`src/hw/rtl/assert_macros.svh`:
```
// ----------------------------------------------------------------------------
// assert_macros.svh
// Shorthand for clocked concurrent checks with an async active-low reset.
// ----------------------------------------------------------------------------
`ifndef ASSERT_MACROS_SVH
`define ASSERT_MACROS_SVH

// Same-cycle implication.
`define CHK_IMPL(label, clk, rst_n, ante, cons, msg) \
	label: assert property (@(posedge clk) disable iff (!(rst_n)) (ante) |-> (cons)) \
		else $error(msg);

// Next-cycle implication.
`define CHK_NEXT(label, clk, rst_n, ante, cons, msg) \
	label: assert property (@(posedge clk) disable iff (!(rst_n)) (ante) |=> (cons)) \
		else $error(msg);

`endif

```
`src/hw/rtl/sds_pkg.sv`:
```
// ----------------------------------------------------------------------------
// sds_pkg
// Shared types and constants of the scanline descriptor sequencer.
// ----------------------------------------------------------------------------
`default_nettype none

package sds_pkg;

	localparam int MAX_WIDTH = 1024;
	localparam int MAX_LINES = 2048;

	localparam int REG_W  = 11;
	localparam int IDX_W  = 3;
	localparam int ROW_W  = 10;
	localparam int CNT_W  = 10;
	localparam int OFS_W  = 20;
	localparam int FRM_W  = 32;

	// register indexes
	localparam logic [IDX_W-1:0] RI_VSYNC = 3'd0;
	localparam logic [IDX_W-1:0] RI_BACK  = 3'd1;
	localparam logic [IDX_W-1:0] RI_ACT   = 3'd2;
	localparam logic [IDX_W-1:0] RI_FRONT = 3'd3;
	localparam logic [IDX_W-1:0] RI_TOTAL = 3'd4;
	localparam logic [IDX_W-1:0] RI_WIDTH = 3'd5;

	typedef enum logic [2:0] {
		EK_VSYNC  = 3'd0,
		EK_DARK   = 3'd1,
		EK_PREFIX = 3'd2,
		EK_DATA   = 3'd3,
		EK_PORCH  = 3'd4,
		EK_END    = 3'd5
	} entry_kind_t;

	typedef enum logic [1:0] {
		LC_VSYNC = 2'd0,
		LC_DARK  = 2'd1,
		LC_IMAGE = 2'd2
	} line_class_t;

	typedef struct packed {
		logic [REG_W-1:0] vsync;
		logic [REG_W-1:0] back;
		logic [REG_W-1:0] act;
		logic [REG_W-1:0] front;
		logic [REG_W-1:0] total;
		logic [REG_W-1:0] width;
	} timing_cfg_t;

	typedef struct packed {
		line_class_t      cls;
		logic             blank;
		logic [ROW_W-1:0] row;
		logic [REG_W-1:0] wid;
	} line_info_t;

endpackage

`default_nettype wire

```
`src/hw/rtl/sds_cfg_regs.sv`:
```
// ----------------------------------------------------------------------------
// sds_cfg_regs
// Timing register file: write-only, reset to the 640x480 VGA timing.
// ----------------------------------------------------------------------------
`default_nettype none

module sds_cfg_regs import sds_pkg::*; (
	input  wire logic             clk,
	input  wire logic             arst_n,
	input  wire logic             cfg_we,
	input  wire logic [IDX_W-1:0] cfg_index,
	input  wire logic [REG_W-1:0] cfg_data,
	output timing_cfg_t           cfg
);

	timing_cfg_t cfg_q;

	always_ff @(posedge clk or negedge arst_n) begin
		if (!arst_n) begin
			cfg_q.vsync <= 11'd2;
			cfg_q.back  <= 11'd33;
			cfg_q.act   <= 11'd480;
			cfg_q.front <= 11'd10;
			cfg_q.total <= 11'd525;
			cfg_q.width <= 11'd320;
		end else if (cfg_we) begin
			case (cfg_index)
				RI_VSYNC: cfg_q.vsync <= cfg_data;
				RI_BACK:  cfg_q.back  <= cfg_data;
				RI_ACT:   cfg_q.act   <= cfg_data;
				RI_FRONT: cfg_q.front <= cfg_data;
				RI_TOTAL: cfg_q.total <= cfg_data;
				RI_WIDTH: cfg_q.width <= cfg_data;
				default:  ;
			endcase
		end
	end

	assign cfg = cfg_q;

endmodule

`default_nettype wire

```
`src/hw/rtl/sds_line_class.sv`:
```
// ----------------------------------------------------------------------------
// sds_line_class
// Classifies a scanline (sync / dark / image), blank flag, image row and saturated row width.
// ----------------------------------------------------------------------------
`default_nettype none

module sds_line_class import sds_pkg::*; (
	input  wire timing_cfg_t       cfg,
	input  wire logic [REG_W-1:0]  line,
	output line_info_t             info
);

	logic [REG_W:0] vsbp;
	logic [REG_W:0] line_x;
	logic [REG_W:0] diff;
	logic [REG_W:0] line_fp;
	logic           in_top;

	always_comb begin
		line_x  = {1'b0, line};
		vsbp    = {1'b0, cfg.vsync} + {1'b0, cfg.back};
		diff    = line_x - vsbp;
		line_fp = line_x + {1'b0, cfg.front};
		in_top  = line_x < vsbp;

		info.blank = in_top || (line_fp >= {1'b0, cfg.total});
		// diff only meaningful below the image start check; row from it
		info.row   = diff[REG_W-1:1];

		if (line < cfg.vsync)
			info.cls = LC_VSYNC;
		else if (in_top || diff >= {1'b0, cfg.act})
			info.cls = LC_DARK;
		else
			info.cls = LC_IMAGE;

		// saturate row width
		if ({2'b00, cfg.width} > 13'(MAX_WIDTH))
			info.wid = REG_W'(MAX_WIDTH);
		else
			info.wid = cfg.width;
	end

endmodule

`default_nettype wire

```
`src/hw/rtl/scanline_descriptor_sequencer.sv`:
```
// ----------------------------------------------------------------------------
// scanline_descriptor_sequencer
// Vertical timing sequencer: one scanline tick in, descriptor words out.
// ----------------------------------------------------------------------------
// Usage:
//  - Input channel (in_valid/in_ready, scanline_done): one word per finished
//    scanline. A word with scanline_done low is taken and dropped.
//  - Output channel (out_valid/out_ready): descriptor words for the new line,
//    two for sync or dark lines (block + end mark), four for image lines
//    (prefix, data, front porch, end mark). last marks the end mark.
//  - Config port (cfg_we/cfg_index/cfg_data): write-only timing registers;
//    the user writes them only while the block is idle; the block does not enforce it.
// After a tick is taken the emitter goes busy (busy_s1, registered) and then
// loads the first descriptor word into the output register; one word per cycle
// follows while out_ready stays high. A tick's 2 or 4 words drain through the
// single output register, so a new tick is not taken while a line drains; the
// next tick is taken in the cycle its final word is loaded.
// Reset: line 0, frame 0, buffer index 0, timing registers at 640x480 VGA.
// A stalled receiver holds the output word; the line being drained holds and
// in_ready stays low until its end mark is loaded.
// ----------------------------------------------------------------------------
`default_nettype none
`include "assert_macros.svh"

module scanline_descriptor_sequencer import sds_pkg::*; (
	input  wire logic             clk,
	input  wire logic             arst_n,
	// config
	input  wire logic             cfg_we,
	input  wire logic [IDX_W-1:0] cfg_index,
	input  wire logic [REG_W-1:0] cfg_data,
	// tick input
	input  wire logic             in_valid,
	output logic                  in_ready,
	input  wire logic             scanline_done,
	// descriptor output
	output logic                  out_valid,
	input  wire logic             out_ready,
	output logic [2:0]            entry_kind,
	output logic [CNT_W-1:0]      word_count,
	output logic [OFS_W-1:0]      data_offset,
	output logic                  buffer_select,
	output logic [REG_W-1:0]      scan_line,
	output logic [FRM_W-1:0]      frame_count,
	output logic                  in_blank,
	output logic                  last
);

	timing_cfg_t cfg;
	line_info_t  info;

	// timing state, updated when a tick is taken; doubles as the line
	// register that the emitter reads while it drains
	logic [REG_W-1:0] line_q;
	logic [FRM_W-1:0] frame_q;
	logic             buf_q;

	// emitter
	logic             busy_s1;
	logic [1:0]       idx_s1;

	// output word register
	logic             out_valid_q;
	entry_kind_t      kind_q;
	logic [CNT_W-1:0] count_q;
	logic [OFS_W-1:0] offset_q;
	logic             bsel_q;
	logic [REG_W-1:0] line_out_q;
	logic [FRM_W-1:0] frame_out_q;
	logic             blank_q;
	logic             last_q;

	logic             in_fire;
	logic             tick;
	logic [REG_W:0]   nxt_line;
	logic             wrap;
	logic             out_load;
	logic             finishing;
	entry_kind_t      cur_kind;
	logic [CNT_W-1:0] cur_count;
	logic [OFS_W-1:0] cur_offset;
	logic             cur_last;
	logic [ROW_W+REG_W-1:0] product;

	sds_cfg_regs u_cfg (
		.clk       (clk),
		.arst_n    (arst_n),
		.cfg_we    (cfg_we),
		.cfg_index (cfg_index),
		.cfg_data  (cfg_data),
		.cfg       (cfg)
	);

	sds_line_class u_class (
		.cfg  (cfg),
		.line (line_q),
		.info (info)
	);

	// --- tick intake ---
	assign in_fire = in_valid && in_ready;
	assign tick    = in_fire && scanline_done;

	always_comb begin
		nxt_line = {1'b0, line_q} + {{REG_W{1'b0}}, 1'b1};
		wrap     = (nxt_line >= {1'b0, cfg.total}) ||
		           ({1'b0, nxt_line} >= (REG_W+2)'(MAX_LINES));
	end

	always_ff @(posedge clk or negedge arst_n) begin
		if (!arst_n) begin
			line_q  <= '0;
			frame_q <= '0;
			buf_q   <= 1'b0;
		end else if (tick) begin
			buf_q <= ~buf_q;
			if (wrap) begin
				line_q  <= '0;
				frame_q <= frame_q + 32'd1;
			end else begin
				line_q <= nxt_line[REG_W-1:0];
			end
		end
	end

	// --- entry selection for the line being drained ---
	assign product = info.row * info.wid;

	always_comb begin
		cur_kind   = EK_END;
		cur_count  = '0;
		cur_offset = '0;
		if (info.cls == LC_IMAGE) begin
			case (idx_s1)
				2'd0: begin
					cur_kind  = EK_PREFIX;
					cur_count = 10'd3;
				end
				2'd1: begin
					cur_kind   = EK_DATA;
					cur_count  = info.wid[REG_W-1:1];
					cur_offset = product[OFS_W-1:0];
				end
				2'd2: begin
					cur_kind  = EK_PORCH;
					cur_count = 10'd1;
				end
				default: ;
			endcase
		end else if (idx_s1 == 2'd0) begin
			cur_kind  = (info.cls == LC_VSYNC) ? EK_VSYNC : EK_DARK;
			cur_count = 10'd2;
		end
		cur_last = (cur_kind == EK_END);
	end

	assign out_load  = busy_s1 && (!out_valid_q || out_ready);
	assign finishing = out_load && cur_last;
	assign in_ready  = !busy_s1 || finishing;

	always_ff @(posedge clk or negedge arst_n) begin
		if (!arst_n) begin
			busy_s1 <= 1'b0;
			idx_s1  <= '0;
		end else if (tick) begin
			busy_s1 <= 1'b1;
			idx_s1  <= '0;
		end else if (finishing) begin
			busy_s1 <= 1'b0;
		end else if (out_load) begin
			idx_s1 <= idx_s1 + 2'd1;
		end
	end

	// --- output register ---
	always_ff @(posedge clk or negedge arst_n) begin
		if (!arst_n)
			out_valid_q <= 1'b0;
		else if (out_load)
			out_valid_q <= 1'b1;
		else if (out_ready)
			out_valid_q <= 1'b0;
	end

	always_ff @(posedge clk) begin
		if (out_load) begin
			kind_q      <= cur_kind;
			count_q     <= cur_count;
			offset_q    <= cur_offset;
			bsel_q      <= ~buf_q;     // buffer index before the toggle
			line_out_q  <= line_q;
			frame_out_q <= frame_q;
			blank_q     <= info.blank;
			last_q      <= cur_last;
		end
	end

	assign out_valid     = out_valid_q;
	assign entry_kind    = kind_q;
	assign word_count    = count_q;
	assign data_offset   = offset_q;
	assign buffer_select = bsel_q;
	assign scan_line     = line_out_q;
	assign frame_count   = frame_out_q;
	assign in_blank      = blank_q;
	assign last          = last_q;

	// --- checks ---
	`CHK_IMPL(a_no_overrun, clk, arst_n, in_ready && busy_s1, finishing,
		"tick taken while a line is still draining")
	`CHK_NEXT(a_tick_starts, clk, arst_n, tick, busy_s1 && idx_s1 == 2'd0,
		"tick did not restart the emitter")
	`CHK_IMPL(a_frame_on_wrap, clk, arst_n, !$stable(frame_q), line_q == '0,
		"frame counter moved without a line wrap")

endmodule

`default_nettype wire

```
`config.mk`:
```
export PLATFORM = sky130hd
export DESIGN_NAME = scanline_descriptor_sequencer
export DESIGN_NICKNAME = d
export VERILOG_FILES = /design/src/hw/rtl/sds_pkg.sv /design/src/hw/rtl/sds_cfg_regs.sv /design/src/hw/rtl/sds_line_class.sv /design/src/hw/rtl/scanline_descriptor_sequencer.sv
export VERILOG_INCLUDE_DIRS = /design/src /design/src/hw/rtl
export SDC_FILE = /design/constraint.sdc
export NUM_CORES = 1
export LEC_CHECK = 0
export ABC_AREA = 1
export BUFFER_PORTS_ARGS = -buffer_cell sky130_fd_sc_hd__buf_2
export CAP_MARGIN = 15
export CORE_MARGIN = 3
export CORE_UTILIZATION = 63
export CTS_BUF_LIST = sky130_fd_sc_hd__clkbuf_4
export DETAILED_ROUTE_END_ITERATION = 8
export GPL_TIMING_DRIVEN = 0
export HOLD_SLACK_MARGIN = 0.1
export PLACE_DENSITY = 0.86
export REMOVE_ABC_BUFFERS = 1
export SLEW_MARGIN = 10
export SYNTH_ARGS = -nofsm -noshare
export SYNTH_HDL_FRONTEND = slang
export SYNTH_SLANG_ARGS = --single-unit
```
`constraint.sdc`:
```
create_clock -name clk -period 8.99 [get_ports clk]
set_clock_uncertainty 0.05 [all_clocks]
set_input_delay 0.899 -clock clk [delete_from_list [all_inputs] [get_ports clk]]
set_output_delay 0.899 -clock clk [all_outputs]
set_load 0.05 [all_outputs]
```
# ---- Word-level counts from Yosys, hierarchy flattened
# Index checks and enable logic that the tools add are counted.
dict set report classes {
  addsub 6
  multipliers 1
  n_lt_le_gt_ge 7
  n_mux 18
  bitwise_logic 1
  reduce_logical 26
  eq_ne 10
}
# operator count
set ops {}
lappend ops {{12-bit by 11-bit greater-or-equal comparator with 1-bit output} 3}
lappend ops {{32-bit by 1-bit adder with 32-bit output, second input constant} 1}
lappend ops {{10-bit case mux with 3 select lines} 1}
lappend ops {{11-bit by 11-bit adder with 12-bit output} 2}
lappend ops {{11-bit two-way mux} 2}
lappend ops {{10-bit by 11-bit multiplier with 20-bit output} 1}
lappend ops {{2-bit AND reduction} 9}
lappend ops {{11-bit by 1-bit adder with 12-bit output, second input constant} 1}
lappend ops {{12-bit greater-or-equal comparator, second input constant} 1}
lappend ops {{11-bit by 12-bit less-than comparator with 1-bit output} 1}
lappend ops {{2-bit two-way mux} 6}
lappend ops {{11-bit by 12-bit subtractor with 12-bit output} 1}
lappend ops {{11-bit > comparator, second input constant} 1}
lappend ops {{11-bit less-than comparator} 1}
lappend ops {{10-bit two-way mux} 1}
lappend ops {{3-bit == test, second input constant} 3}
lappend ops {{3-bit case mux with 3 select lines} 1}
lappend ops {{3-bit by 2-bit == test with 1-bit output, second input constant} 2}
lappend ops {{3-bit two-way mux} 2}
lappend ops {{2-bit nonzero test} 3}
lappend ops {{1-bit logical OR} 5}
lappend ops {{1-bit two-way mux} 5}
lappend ops {{2-bit == test, second input constant} 2}
lappend ops {{1-bit logical AND} 4}
lappend ops {{other kinds (8)} 10}
dict set report word_totals {
  reg_bits 193
  input_bits 20
  word_cells 89
  output_inout_bits 81
}

# ---- Logic depth before layout (Yosys ltp)
dict set report logic_depth {
  depth_word 17
  ltp_mapped 38
  depth_no_buf 38
}

# ---- Hierarchy
# Synthesis repeated with hierarchy kept, for this count alone.
dict set report unflattened {
  cells_unflattened 1876
  hier_area_um2 14895.5
}
# module instances seq_area_each_um2 area_per_inst_um2 cells_per_inst
set modules_own_cells {}
lappend modules_own_cells {scanline_descriptor_sequencer 1 3573.4 9840.7 1200}
lappend modules_own_cells {sds_cfg_regs 1 1670.4 2658.8 302}
lappend modules_own_cells {sds_line_class 1 0.0 2396.0 374}

# ---- Worst setup path after synthesis
# No wires, ideal clock.
dict set report synth_timing {
  path_type {register to register}
  start {reg u_cfg.cfg_q (netlist bit u_cfg.cfg[44])}
  end {reg offset_q[17], in the netlist data_offset[17] (data pin)}
  n_path_buf 0
  arrival_ns 7.391
  stages_incl_launch_ff 39
  setup_time_ns 0.260
  period_less_slack_ns 7.701
  setup_slack_ns 1.289
  t_required_ns 8.680
  cell_sequence {dfstp_2 -> ha_1 -> inv_1 -> fa_1 -> o21ai_0 -> a21oi_1 -> o21ai_0 -> a21oi_1 -> o21bai_1 -> xnor2_1 -> ha_1 -> nand2_1 -> nor2_1 -> nand3_1 -> o2111ai_1 -> or2_2 -> nand2_1 -> inv_1 -> [... 3 more ...] -> inv_1 -> fa_1 -> fa_1 -> inv_1 -> fa_1 -> inv_1 -> ha_1 -> nand2_1 -> nor2_1 -> nand4_1 -> nor2_1 -> nor2_1 -> o21ai_0 -> nand3_1 -> nand2_1 -> a31oi_1 -> o21ai_0 -> a21oi_1}
}
dict set report synth_between {
  elab_chain_len 8
  word_cells_on_any_way 10
  classes_between {2 x add/sub; 1 x mul; 2 x order compare; 1 x eq/ne; 2 x mux; 2 x reduce/logical}
}
# item line
set synth_rtl {}
lappend synth_rtl {{start: declaration} sds_cfg_regs.sv:16} ;# timing_cfg_t cfg_q;
lappend synth_rtl {{11-bit by 11-bit adder with 12-bit output *} sds_line_class.sv:21} ;# vsbp = {1'b0, cfg.vsync} + {1'b0, cfg.back};
lappend synth_rtl {{branches (longest 7 deep; another with 10-bit by 11-bit multiplier with 20-bit output)} n/a}
lappend synth_rtl {{end signal: assignment} scanline_descriptor_sequencer.sv:189} ;# offset_q <= cur_offset;
lappend synth_rtl {{end: declaration} scanline_descriptor_sequencer.sv:66} ;# logic [OFS_W-1:0] offset_q;
# Every way passes the cells marked *.
# A chain may end at the register's enable or synchronous reset.

# ---- Final worst setup path
# Ends and elaborated chain as after synthesis.

==> flow_metrics.env <==
export IMPL_run_status="finished clean"
export IMPL_place_gp_congestion=0.9325
export IMPL_reg2reg_depth=38
export IMPL_ant_nets=0
export IMPL_crit_fanout=8
export IMPL_dieArea_um2=23740
export IMPL_wl_um=32320
export IMPL_grt_max_degree=60
export IMPL_max_cap_violations=0
export IMPL_async_reset_ff_frac=0.5907
export IMPL_vias_per_cell=5.738
export IMPL_fillers=1606
export IMPL_core_rowCount=53
export IMPL_crit_buf_inv=5
export IMPL_drc_errors=0
export IMPL_synth_seq_cells=193
export IMPL_cp_num_cells=38
export IMPL_hold_class="in -> async"
export IMPL_synth_seq_area_share=0.3796
export IMPL_drive_gt1_frac=0.1022
export IMPL_path_common_cell="fa_1"
export IMPL_crit_path_start_kind="register"
export IMPL_cts_buffers=17
export IMPL_setup_violations_final=0
export IMPL_portBuffers=100
export IMPL_clk_latency_ps=600
export IMPL_fin_nets=1897
export IMPL_hold_violations=0
export IMPL_rsz0062_at_grt="no"
export IMPL_worst_pin_slew_ps=1090
export IMPL_clock_sinks=193
export IMPL_htree_levels=4
export IMPL_drtIter0Drc=887
export IMPL_synth_avg_cell_area_um2=8.765
export IMPL_groute_usage_overall=0.2826
export IMPL_path_clk_slew_ps=180
export IMPL_antenna_found_initial=1
export IMPL_ys_flop_type="dfrtp_1"
export IMPL_cts_root_buf="clkbuf_4"
export IMPL_fin_crit_ps=8528
export IMPL_via_count=11240
export IMPL_core_um2=21290
export IMPL_crit_type="reg -> reg"
export IMPL_hpwl_um=24820
export IMPL_end_kind="register"
export IMPL_final_util=0.7025
export IMPL_hold_ws_ps=178.7
export IMPL_dieHeight_um=154.1
export IMPL_path_delay_family="adder cells"
export IMPL_yosys_top_cells_area="dfrtp_1, edfxtp_1, ha_1, fa_1, nand2_1"
export IMPL_synth_edff_count=79
export IMPL_max_slew_margin=0.2686
export IMPL_synth_warnings=0
export IMPL_cts_tree="yes"
export IMPL_syn_area_um2=13810
export IMPL_area_growth_pct=8.252
export IMPL_cts_hold_buf=0
export IMPL_synth_area_leader_cell="dfrtp_1"
export IMPL_synth_top_area_share=0.1793
export IMPL_start_util=0.6489
export IMPL_grt_overflow_total=0
export IMPL_die_width_um=154.1
export IMPL_cp_required_ps=9320
export IMPL_crit_arrival_ps=8860
export IMPL_max_clock_freq_ghz=0.1173
export IMPL_synth_cell_type_count=45
export IMPL_grt_pass1_vias=11520
export IMPL_grt_pass1_wl_um=54740
export IMPL_slew_viol_final=0
export IMPL_max_stage_delay_ps=570
export IMPL_drt_pass1_iter_count=5
export IMPL_cpMaxStageDelayCell="dfstp_2"
export IMPL_period_share=0.9486
export IMPL_syn_instance_count=1576
export IMPL_boundaryPins=101
export IMPL_routedWlPerCell_um=16.50
export IMPL_clock_path_buffers=2
[path summary, 6_finish.rpt]
kind	from	to	slack, ps
max in group asynchronous	arst_n	u_cfg.cfg[38]$_DFFE_PN1P_	7970
worst min register to register	u_cfg.cfg[41]$_DFFE_PN1P_	u_cfg.cfg[41]$_DFFE_PN1P_	450
min in group clk	u_cfg.cfg[41]$_DFFE_PN1P_	u_cfg.cfg[41]$_DFFE_PN1P_	450
worst max register to register	u_cfg.cfg[44]$_DFFE_PN1P_	data_offset[17]$_SDFFCE_PN0P_	460
worst max-delay path	u_cfg.cfg[44]$_DFFE_PN1P_	data_offset[17]$_SDFFCE_PN0P_	460
worst min-delay path	arst_n	u_cfg.cfg[22]$_DFFE_PN0P_	180
[metrics by stage]
| stage | TNS (ps) | setup slack, ps | cells | cell area, um^2 |
|---|---|---|---|---|
| final | 0 | 462.0 | 1959 | 14950 |
| after global routing | 0 | 3.794 | 1959 | 14950 |
| after CTS | 0 | 235.4 | 1958 | 14940 |
| after detailed placement | 0 | 243.1 | 1926 | 14670 |
| after global placement | -2547 | -327.9 | 1920 | 14500 |
| after floorplan | 0 | 1289 | 1545 | 13660 |
[cell usage in the layout, fill, tap and decap left out, types with 6 or more instances in the layout]
cell	Yosys	routed
nor3_1	24	24
a21oi_1	70	69
xnor2_1	23	22
dfstp_2	15	15
ha_1	135	135
o21ai_0	93	91
clkbuf_4	0	18
nor2_1	115	115
xor2_1	48	48
dfrtp_1	99	99
buf_2	4	99
nand2_1	376	376
a31oi_1	7	7
fa_1	72	72
nand3_1	29	29
inv_1	252	251
nand4_1	45	45
o21bai_1	9	9
o21ai_1	4	6
or2_2	6	6
edfxtp_1	79	79
nor4_1	9	9
[cell usage after synthesis (3+ instances only)]
library cell / count
or2_2: 6
dfstp_2: 15
nor3_1: 24
nand2_1: 376
o21ai_1: 4
buf_6: 4
dfrtp_1: 99
xnor2_1: 23
nand4_1: 45
xor2_1: 48
edfxtp_1: 79
fa_1: 72
o21bai_1: 9
o2111ai_1: 4
clkbuf_1: 22
nor4_1: 9
nand3_1: 29
a21o_1: 3
a31oi_1: 7
nor2_1: 115
a21oi_1: 70
inv_1: 252
o21ai_0: 93
clkinv_1: 5
ha_1: 135
buf_2: 4
[state kept, by name, indices dropped and copies added, names as in the netlist, 2 cells and up]
register and count:
u_cfg.cfg 66, frame_count 32, frame_q 32, data_offset 20, line_q 11, scan_line 11
word_count 10, entry_kind 3, idx_s1 2
[cell families after synthesis]
kind of cell / share of synthesized area
compound gates: 0.08225
xor+xnor: 0.04502
fa+ha+maj: 0.2266
buf+inv: 0.08107
flops: 0.3796
simple gates: 0.1854
[cell type report]
type,instances,area [um^2],share of cell area
clock buffer,18,135.1,0.009037
multi-input combinational,1095,7468,0.4995
timing repair buffer,106,651.9,0.04359
clock inverter,14,142.6,0.009539
tap,275,344.1,0.02301
sequential,193,5244,0.3507
inverter,257,964.7,0.06451
antenna,1,2.502,0.0001673
[metal layers]
metal / vias up / wire length, um / track usage / part of all wire
li1: 5301 / - / - / -
met5: - / 0 / 0 / 0
met1: 5422 / 13330 / 0.3599 / 0.41
met2: 428 / 16160 / 0.4919 / 0.50
met4: 0 / 971 / 0.09966 / 0.030
met3: 90 / 1860 / 0.04447 / 0.058
[what timing repair did]
action,in CTS,in global routing
buffers inserted,0,0
resized for setup,0,4
endpoints found under the setup margin,0,3
Power is left out: the tool's default activity adds up to more than one toggle a clock period on the data nets, which glitch-free logic cannot reach.
